## config.mk

```make
export PLATFORM = sky130hd
export DESIGN_NAME = hamming_frame_encoder_with_escape
export DESIGN_NICKNAME = d
export VERILOG_FILES = /design/src/hdl/hfe_pkg.sv /design/src/hdl/hfe_serial_encoder.sv /design/src/hdl/hamming_frame_encoder_with_escape.sv
export SDC_FILE = /design/constraint.sdc
export NUM_CORES = 1
export LEC_CHECK = 0
export BUFFER_PORTS_ARGS = -buffer_cell sky130_fd_sc_hd__buf_2
export CAP_MARGIN = 20
export CORE_MARGIN = 2
export CORE_UTILIZATION = 55
export DETAILED_ROUTE_END_ITERATION = 6
export PLACE_DENSITY = 0.88
export SETUP_SLACK_MARGIN = 0.02
export SYNTH_ARGS = -nofsm -noshare
export SYNTH_HDL_FRONTEND = slang
export SYNTH_SLANG_ARGS = --single-unit
```

## constraint.sdc

```tcl
create_clock -name clk -period 18.6 [get_ports clk]
set_clock_uncertainty 0.2 [all_clocks]
set_input_delay 1.86 -clock clk [delete_from_list [all_inputs] [get_ports clk]]
set_output_delay 1.86 -clock clk [all_outputs]
set_load 0.02 [all_outputs]
```

## src/hdl/hfe_pkg.sv

```systemverilog
package hfe_pkg;

  localparam int MAX_DATA_BITS = 57;
  localparam int CW_W = 63;
  localparam int M_W = 6;

  localparam logic [1:0] TYPE_FLAG = 2'd0;
  localparam logic [1:0] TYPE_ESC = 2'd1;
  localparam logic [1:0] TYPE_DATA = 2'd2;

  typedef enum logic [2:0] {
    ST_IDLE,
    ST_OPEN_FLAG,
    ST_SHIFT,
    ST_FRAME,
    ST_DATA,
    ST_CLOSE_FLAG
  } state_t;

  typedef struct packed {
    logic clear;
    logic shift;
    logic bit_in;
  } enc_ctl_t;

  typedef struct packed {
    logic [CW_W-1:0] word;
    logic [M_W-1:0]  fill;
    logic            all_zero;
    logic            all_one;
  } enc_status_t;

  function automatic logic [M_W-1:0] eff_m(input logic [M_W-1:0] v);
    logic [M_W-1:0] m;
    m = v;
    if (m == '0) m = M_W'(1);
    if (m > M_W'(MAX_DATA_BITS)) m = M_W'(MAX_DATA_BITS);
    return m;
  endfunction

  function automatic logic [2:0] parity_count(input logic [M_W-1:0] m);
    logic [2:0] r;
    int i;
    r = '0;
    for (i = 0; i < 7; i++) begin
      if (int'(m) + int'(r) + 1 > (1 << r)) r = r + 3'd1;
    end
    return r;
  endfunction

  function automatic logic [M_W-1:0] cw_len(input logic [M_W-1:0] m);
    return m + M_W'(parity_count(m));
  endfunction

  function automatic logic [CW_W-1:0] flag_word(input logic [M_W-1:0] m);
    logic [CW_W-1:0] w;
    logic [M_W-1:0]  n;
    logic            p;
    int              pos;
    int              k;
    n = cw_len(m);
    w = '0;
    for (pos = 1; pos <= CW_W; pos++) begin
      if (pos <= int'(n) && (pos & (pos - 1)) != 0) w[pos-1] = 1'b1;
    end
    for (k = 0; k < M_W; k++) begin
      p = 1'b0;
      for (pos = 1; pos <= CW_W; pos++) begin
        if ((pos & (1 << k)) != 0) p = p ^ w[pos-1];
      end
      w[(1 << k) - 1] = w[(1 << k) - 1] | p;
    end
    return w;
  endfunction

endpackage

```

## src/hdl/hfe_serial_encoder.sv

```systemverilog
module hfe_serial_encoder (
  input  logic                clk,
  input  logic                rst,
  input  hfe_pkg::enc_ctl_t   ctl,
  output hfe_pkg::enc_status_t status
);
  import hfe_pkg::*;

  logic [CW_W-1:0] cw;
  logic [M_W-1:0]  par;
  logic [M_W:0]    pos;
  logic [M_W-1:0]  fill;
  logic            all_zero;
  logic            all_one;

  logic [M_W:0]    pos_inc;
  logic [M_W:0]    pos_next;
  logic [CW_W-1:0] word;

  always_comb begin
    pos_inc = pos + (M_W+1)'(1);
    if ((pos_inc & (pos_inc - (M_W+1)'(1))) == '0) begin
      pos_next = pos_inc + (M_W+1)'(1);
    end else begin
      pos_next = pos_inc;
    end
  end

  always_comb begin
    word = cw;
    for (int k = 0; k < M_W; k++) begin
      word[(1 << k) - 1] = par[k];
    end
  end

  always_ff @(posedge clk) begin
    if (rst || ctl.clear) begin
      cw <= '0;
      par <= '0;
      pos <= (M_W+1)'(3);
      fill <= '0;
      all_zero <= 1'b1;
      all_one <= 1'b1;
    end else if (ctl.shift) begin
      cw[M_W'(pos - (M_W+1)'(1))] <= ctl.bit_in;
      if (ctl.bit_in) par <= par ^ pos[M_W-1:0];
      pos <= pos_next;
      fill <= fill + M_W'(1);
      all_zero <= all_zero & ~ctl.bit_in;
      all_one <= all_one & ctl.bit_in;
    end
  end

  assign status.word = word;
  assign status.fill = fill;
  assign status.all_zero = all_zero;
  assign status.all_one = all_one;

endmodule

```

## src/hdl/hamming_frame_encoder_with_escape.sv

```systemverilog
// Hamming frame encoder with flag and escape framing. Message bytes are
// taken on the message channel and shifted into the frame encoder one bit
// per clock, most significant bit first, pausing while a finished frame is
// pushed; each frame of data_bits data bits is built into a Hamming codeword
// as its bits arrive, parity included. Each frame that a byte closes passes
// a frame check, which pushes an escape frame if one is needed, and then a
// data push, and every push waits while the result channel stalls. A
// message opens with a flag frame and closes with one; an all-zero data
// frame, or a full all-one data frame, is preceded by an escape frame.
// Writing data_bits discards any partial frame.
module hamming_frame_encoder_with_escape (
  input  logic                         clk,
  input  logic                         rst,
  input  logic                         data_bits_write,
  input  logic [hfe_pkg::M_W-1:0]      data_bits,
  input  logic                         message_valid,
  output logic                         message_ready,
  input  logic [7:0]                   message_byte,
  input  logic                         end_of_message,
  output logic                         result_valid,
  input  logic                         result_ready,
  output logic [hfe_pkg::CW_W-1:0]     codeword,
  output logic [hfe_pkg::M_W-1:0]      codeword_length,
  output logic [1:0]                   frame_type,
  output logic                         last_of_run
);
  import hfe_pkg::*;

  state_t          state;
  state_t          state_next;
  logic [M_W-1:0]  m;
  logic [M_W-1:0]  len;
  logic [CW_W-1:0] flag;
  logic [7:0]      sreg;
  logic [3:0]      bitcnt;
  logic            last_in;
  logic            started;
  logic            started_next;

  enc_ctl_t        enc_ctl;
  enc_status_t     enc_status;

  logic            accept;
  logic            slot_free;
  logic            push;
  logic [CW_W-1:0] push_word;
  logic [1:0]      push_type;
  logic            push_last;
  logic            esc_need;

  hfe_serial_encoder u_enc (
    .clk    (clk),
    .rst    (rst),
    .ctl    (enc_ctl),
    .status (enc_status)
  );

  assign message_ready = (state == ST_IDLE);
  assign accept = message_valid && message_ready;
  assign slot_free = !result_valid || result_ready;
  assign esc_need = enc_status.all_zero || (enc_status.all_one && enc_status.fill == m);

  always_ff @(posedge clk) begin
    if (rst) begin
      state <= ST_IDLE;
      started <= 1'b0;
      m <= M_W'(4);
      len <= cw_len(M_W'(4));
      flag <= flag_word(M_W'(4));
    end else begin
      state <= state_next;
      started <= started_next;
      if (data_bits_write) begin
        m <= eff_m(data_bits);
        len <= cw_len(eff_m(data_bits));
        flag <= flag_word(eff_m(data_bits));
      end
    end
  end

  always_ff @(posedge clk) begin
    if (accept) begin
      sreg <= message_byte;
      bitcnt <= 4'd8;
      last_in <= end_of_message;
    end else if (state == ST_SHIFT) begin
      sreg <= {sreg[6:0], 1'b0};
      bitcnt <= bitcnt - 4'd1;
    end
  end

  always_ff @(posedge clk) begin
    if (rst) begin
      result_valid <= 1'b0;
    end else if (push) begin
      result_valid <= 1'b1;
    end else if (result_ready) begin
      result_valid <= 1'b0;
    end
  end

  always_ff @(posedge clk) begin
    if (push) begin
      codeword <= push_word;
      codeword_length <= len;
      frame_type <= push_type;
      last_of_run <= push_last;
    end
  end

  always_comb begin
    state_next = state;
    started_next = started;
    push = 1'b0;
    push_word = flag;
    push_type = TYPE_FLAG;
    push_last = 1'b0;
    enc_ctl.clear = data_bits_write;
    enc_ctl.shift = 1'b0;
    enc_ctl.bit_in = sreg[7];
    unique case (state)
      ST_IDLE: begin
        if (accept) begin
          state_next = started ? ST_SHIFT : ST_OPEN_FLAG;
        end
      end
      ST_OPEN_FLAG: begin
        if (slot_free) begin
          push = 1'b1;
          push_last = !last_in &&
                      (({1'b0, enc_status.fill} + (M_W+1)'(8)) < {1'b0, m});
          started_next = 1'b1;
          state_next = ST_SHIFT;
        end
      end
      ST_SHIFT: begin
        enc_ctl.shift = 1'b1;
        if ((enc_status.fill + M_W'(1)) == m) begin
          state_next = ST_FRAME;
        end else if (bitcnt == 4'd1) begin
          state_next = last_in ? ST_FRAME : ST_IDLE;
        end
      end
      ST_FRAME: begin
        if (!esc_need) begin
          state_next = ST_DATA;
        end else if (slot_free) begin
          push = 1'b1;
          push_word = '0;
          push_type = TYPE_ESC;
          state_next = ST_DATA;
        end
      end
      ST_DATA: begin
        if (slot_free) begin
          push = 1'b1;
          push_word = enc_status.word;
          push_type = TYPE_DATA;
          push_last = !last_in && ({2'b00, bitcnt} < m);
          enc_ctl.clear = 1'b1;
          if (bitcnt != 4'd0) begin
            state_next = ST_SHIFT;
          end else if (last_in) begin
            state_next = ST_CLOSE_FLAG;
          end else begin
            state_next = ST_IDLE;
          end
        end
      end
      ST_CLOSE_FLAG: begin
        if (slot_free) begin
          push = 1'b1;
          push_last = 1'b1;
          started_next = 1'b0;
          state_next = ST_IDLE;
        end
      end
      default: begin
        state_next = ST_IDLE;
      end
    endcase
  end

endmodule
```

==> metrics.txt <==
# TYPE chip_impl_metric gauge
chip_impl_info{name="root_buffer",value="clkbuf_16"} 1
chip_impl_metric{name="max-clock-path-buffers",unit=""} 3
chip_impl_info{name="status",value="complete, but fails checks"} 1
chip_impl_metric{name="final_critical_path_setup_slack",unit="ns"} 0.669
chip_impl_metric{name="max_stage_delay",unit="ns"} 0.48
chip_impl_metric{name="critPathMaxFanout",unit=""} 10
chip_impl_metric{name="clock_insertion_delay_worst_skew",unit="ns"} 0.53
chip_impl_info{name="rsz0062_at_grt",value="yes"} 1
chip_impl_info{name="critical_path.startpoint",value="data_bits[1]"} 1
chip_impl_info{name="critical_path.reg2reg.startpoint",value="u_enc.pos[0]"} 1
chip_impl_metric{name="core",unit="mm^2"} 0.0235
chip_impl_metric{name="post_synth_edffs",unit=""} 81
chip_impl_metric{name="post-route-util",unit="%"} 65.0
chip_impl_metric{name="finalHoldViolCount",unit=""} 0
chip_impl_metric{name="min_period_over_period",unit="%"} 96.4
chip_impl_metric{name="cts_hold_buf",unit=""} 0
chip_impl_metric{name="remaining_drc_errors",unit=""} 2
chip_impl_metric{name="setup_viol",unit=""} 0
chip_impl_metric{name="postRouteWirelength",unit="mm"} 35.3
chip_impl_metric{name="grt_first_pass_wirelength",unit="mm"} 56.7
chip_impl_metric{name="final_stage_net_count",unit=""} 1667
chip_impl_metric{name="grt_pass1_vias",unit=""} 11100
chip_impl_info{name="hold_class",value="reg -> reg"} 1
chip_impl_metric{name="global_route.overflow_total",unit=""} 0
chip_impl_metric{name="grt_antenna_before_repair",unit=""} 1
chip_impl_metric{name="finalCriticalPeriod",unit="ns"} 17.93
chip_impl_metric{name="drtAntennaViolNets",unit=""} 0
chip_impl_metric{name="layout_cells_sized_above_1",unit="%"} 16.8
chip_impl_metric{name="via_count",unit=""} 11600
chip_impl_metric{name="max_freq",unit="MHz"} 55.8
chip_impl_metric{name="cp.required",unit="ns"} 18.79
chip_impl_metric{name="cells_after_synth",unit=""} 1475
chip_impl_metric{name="worst-endpoint-arrival",unit="ns"} 18.12
chip_impl_info{name="setup.worst_path.end_class",value="register"} 1
chip_impl_metric{name="numCtsBuffers",unit=""} 24
chip_impl_metric{name="synthesis.area",unit="mm^2"} 0.0133
chip_impl_metric{name="timing.slew.headroom",unit="%"} 24.4
chip_impl_metric{name="synth_warnings",unit=""} 0
chip_impl_info{name="layout.cells.most_common_list",value="180 x nand2_1, 162 x dfxtp_1, 147 x nor2_1"} 1
chip_impl_info{name="worst_path_max_delay_cell",value="fa_1"} 1
chip_impl_info{name="layout_commonest_cell",value="nand2_1"} 1
chip_impl_info{name="hold_path.startpoint",value="len[2]"} 1
chip_impl_info{name="timing.critical_path.mode_cell",value="ha_1"} 1
chip_impl_metric{name="h_tree_lvls",unit=""} 1
chip_impl_metric{name="max_cap_viol_count",unit=""} 0
chip_impl_metric{name="finalMaxSlewViolations",unit=""} 0
chip_impl_metric{name="grt_max_degree",unit=""} 70
chip_impl_metric{name="netlist-cell-type-count",unit=""} 73
chip_impl_metric{name="detailedPlace.worstSlack",unit="ns"} -0.400
chip_impl_metric{name="ff_latch_area",unit="mm^2"} 0.00568
chip_impl_metric{name="area_growth",unit="%"} 15.4
chip_impl_metric{name="chipWidth",unit="um"} 159
chip_impl_metric{name="boundaryPins",unit=""} 94
chip_impl_metric{name="start_util",unit="%"} 56.4
chip_impl_metric{name="post_dr_vias_cell",unit=""} 6.17
chip_impl_metric{name="grt_use_total",unit="%"} 26.9
chip_impl_metric{name="wire_per_inst",unit="um"} 18.7
chip_impl_info{name="worst-setup-path-type",value="in -> reg"} 1
chip_impl_metric{name="ys_async_sr_fraction",unit="%"} 0
chip_impl_metric{name="drt_iter0_markers",unit=""} 1611
chip_impl_info{name="failed_checks",value="DRC"} 1
chip_impl_info{name="tritoncts",value="built"} 1
chip_impl_metric{name="dp_hpwl",unit="mm"} 23.6
chip_impl_metric{name="port-buffer-count",unit=""} 93
chip_impl_info{name="yosys_most_used_dff",value="dfxtp_1"} 1
chip_impl_metric{name="worst_setup_hold_path_clk_slew",unit="ns"} 0.06
chip_impl_metric{name="synth_seq_cells",unit=""} 243
chip_impl_metric{name="synth.avg_cell_area",unit="um^2"} 8.99
chip_impl_metric{name="syn_nets",unit=""} 1593
chip_impl_metric{name="tritoncts_num_sinks",unit=""} 243
chip_impl_metric{name="timing_worst_slew_pin_value",unit="ns"} 1.12
chip_impl_metric{name="setup.reg_to_reg.worst_slack",unit="ns"} 15.22
chip_impl_metric{name="seq_area_frac_synth",unit="%"} 42.8
chip_impl_metric{name="die_area",unit="mm^2"} 0.0254
chip_impl_metric{name="number_of_filler_cells_placed_in_the_layout",unit=""} 1785
chip_impl_metric{name="multi_input_comb_area",unit="mm^2"} 0.00731
chip_impl_metric{name="die_height",unit="um"} 159
chip_impl_info{name="cp-start-kind",value="primary input"} 1
chip_impl_metric{name="detail_route.first_pass.iterations",unit=""} 7
chip_impl_metric{name="finalWeightedCongestion",unit=""} 0.948
chip_impl_metric{name="fp-row-count",unit=""} 56
state kept, by name, summed over array words and instances (netlist names):
signal,cells
bitcnt,4
codeword,63
codeword_length,6
flag,63
frame_type,2
last_in,1
last_of_run,1
len,6
m,6
result_valid,1
sreg,8
started,1
state,3
u_enc.all_one,1
u_enc.all_zero,1
u_enc.cw,57
u_enc.fill,6
u_enc.par,6
u_enc.pos,7
kinds of logic after synthesis:
logic type | Yosys count | synth area share (%)
DFF | 243 | 42.8
adders and majority gates | 99 | 9.61
buffers and inverters | 154 | 4.50
AOI/OAI and AO/OA | 367 | 19.1
and+or+nand+nor | 521 | 17.7
xor gates and xnor gates | 61 | 4.03
muxes | 30 | 2.36
synth_stat cells, types with 9 or more instances:
cell type | n | area share, %
a211oi_1 | 14 | 0.79
a21o_1 | 16 | 0.91
a21oi_1 | 115 | 4.3
a22o_1 | 70 | 4.6
a31oi_1 | 12 | 0.57
and2_1 | 14 | 0.66
and3_1 | 16 | 0.75
buf_2 | 9 | 0.34
clkbuf_1 | 83 | 2.3
dfxtp_1 | 162 | 24
edfxtp_1 | 81 | 18
ha_1 | 93 | 8.8
inv_1 | 49 | 1.4
mux2_2 | 10 | 0.85
mux2i_1 | 20 | 1.5
nand2_1 | 181 | 5.1
nand2b_1 | 13 | 0.61
nand3_1 | 61 | 2.3
nand4_1 | 9 | 0.42
nor2_1 | 151 | 4.3
nor2b_1 | 16 | 0.75
nor3_1 | 27 | 1.0
o21ai_0 | 45 | 1.7
o21ai_1 | 14 | 0.53
o22ai_1 | 13 | 0.61
xnor2_1 | 37 | 2.4
xor2_1 | 24 | 1.6
cell type report:
| cell class | count | share of cell area [%] |
|---|---|---|
| repair buffers | 149 | 5.89 |
| multi-input cells | 1078 | 47.8 |
| inverters | 53 | 1.30 |
| diodes | 1 | 0.0163 |
| clock inverters | 16 | 1.31 |
| clock buffers | 28 | 4.02 |
| well taps | 319 | 2.61 |
| flip-flops and latches | 243 | 37.1 |
per-stage QoR:
step,hold WS (ns),instance area (um^2),instances,setup TNS [ns]
6_report,0.238,15300,1887,0
5_1_grt,0.247,15300,1886,-4.27
4_1_cts,0.241,15100,1879,0
3_5_place_dp,0.226,14300,1835,-13.02
3_3_place_gp,0.215,14300,1835,0
2_1_floorplan,0.201,13400,1475,0
critical path, delay by kind of cell:
| kind | cells | cell delay (ns) |
|---|---|---|
| buf+inv | 12 | 1.20 |
| compound gates | 33 | 6.56 |
| simple gates | 11 | 2.11 |
| xor+xnor | 7 | 0.96 |
| fa+ha+maj | 18 | 5.10 |
| mux | 1 | 0.30 |
metal layers:
metal,routed length (um),vias up,GRT usage [%]
met5,0,-,0
met4,1130,0,9.79
met3,3610,95,4.40
met2,16300,648,44.1
met1,14200,5516,35.9
li1,-,5386,-
timing repair:
action | in CTS | in global routing
endpoints found under the hold margin | 0 | 0
gates resized for setup | 0 | 31
setup endpoints to repair | 0 | 67
buffers inserted | 0 | 6
worst paths after layout:
kind | cells after the start | to
max | 82 | flag[3]
min | 0 | codeword_length[2]
max reg2reg | 8 | u_enc.cw[47]
min reg2reg | 0 | codeword_length[2]
Power is not shown: default switching activity piles up to over one toggle a cycle in this logic, so the estimate is an artifact.
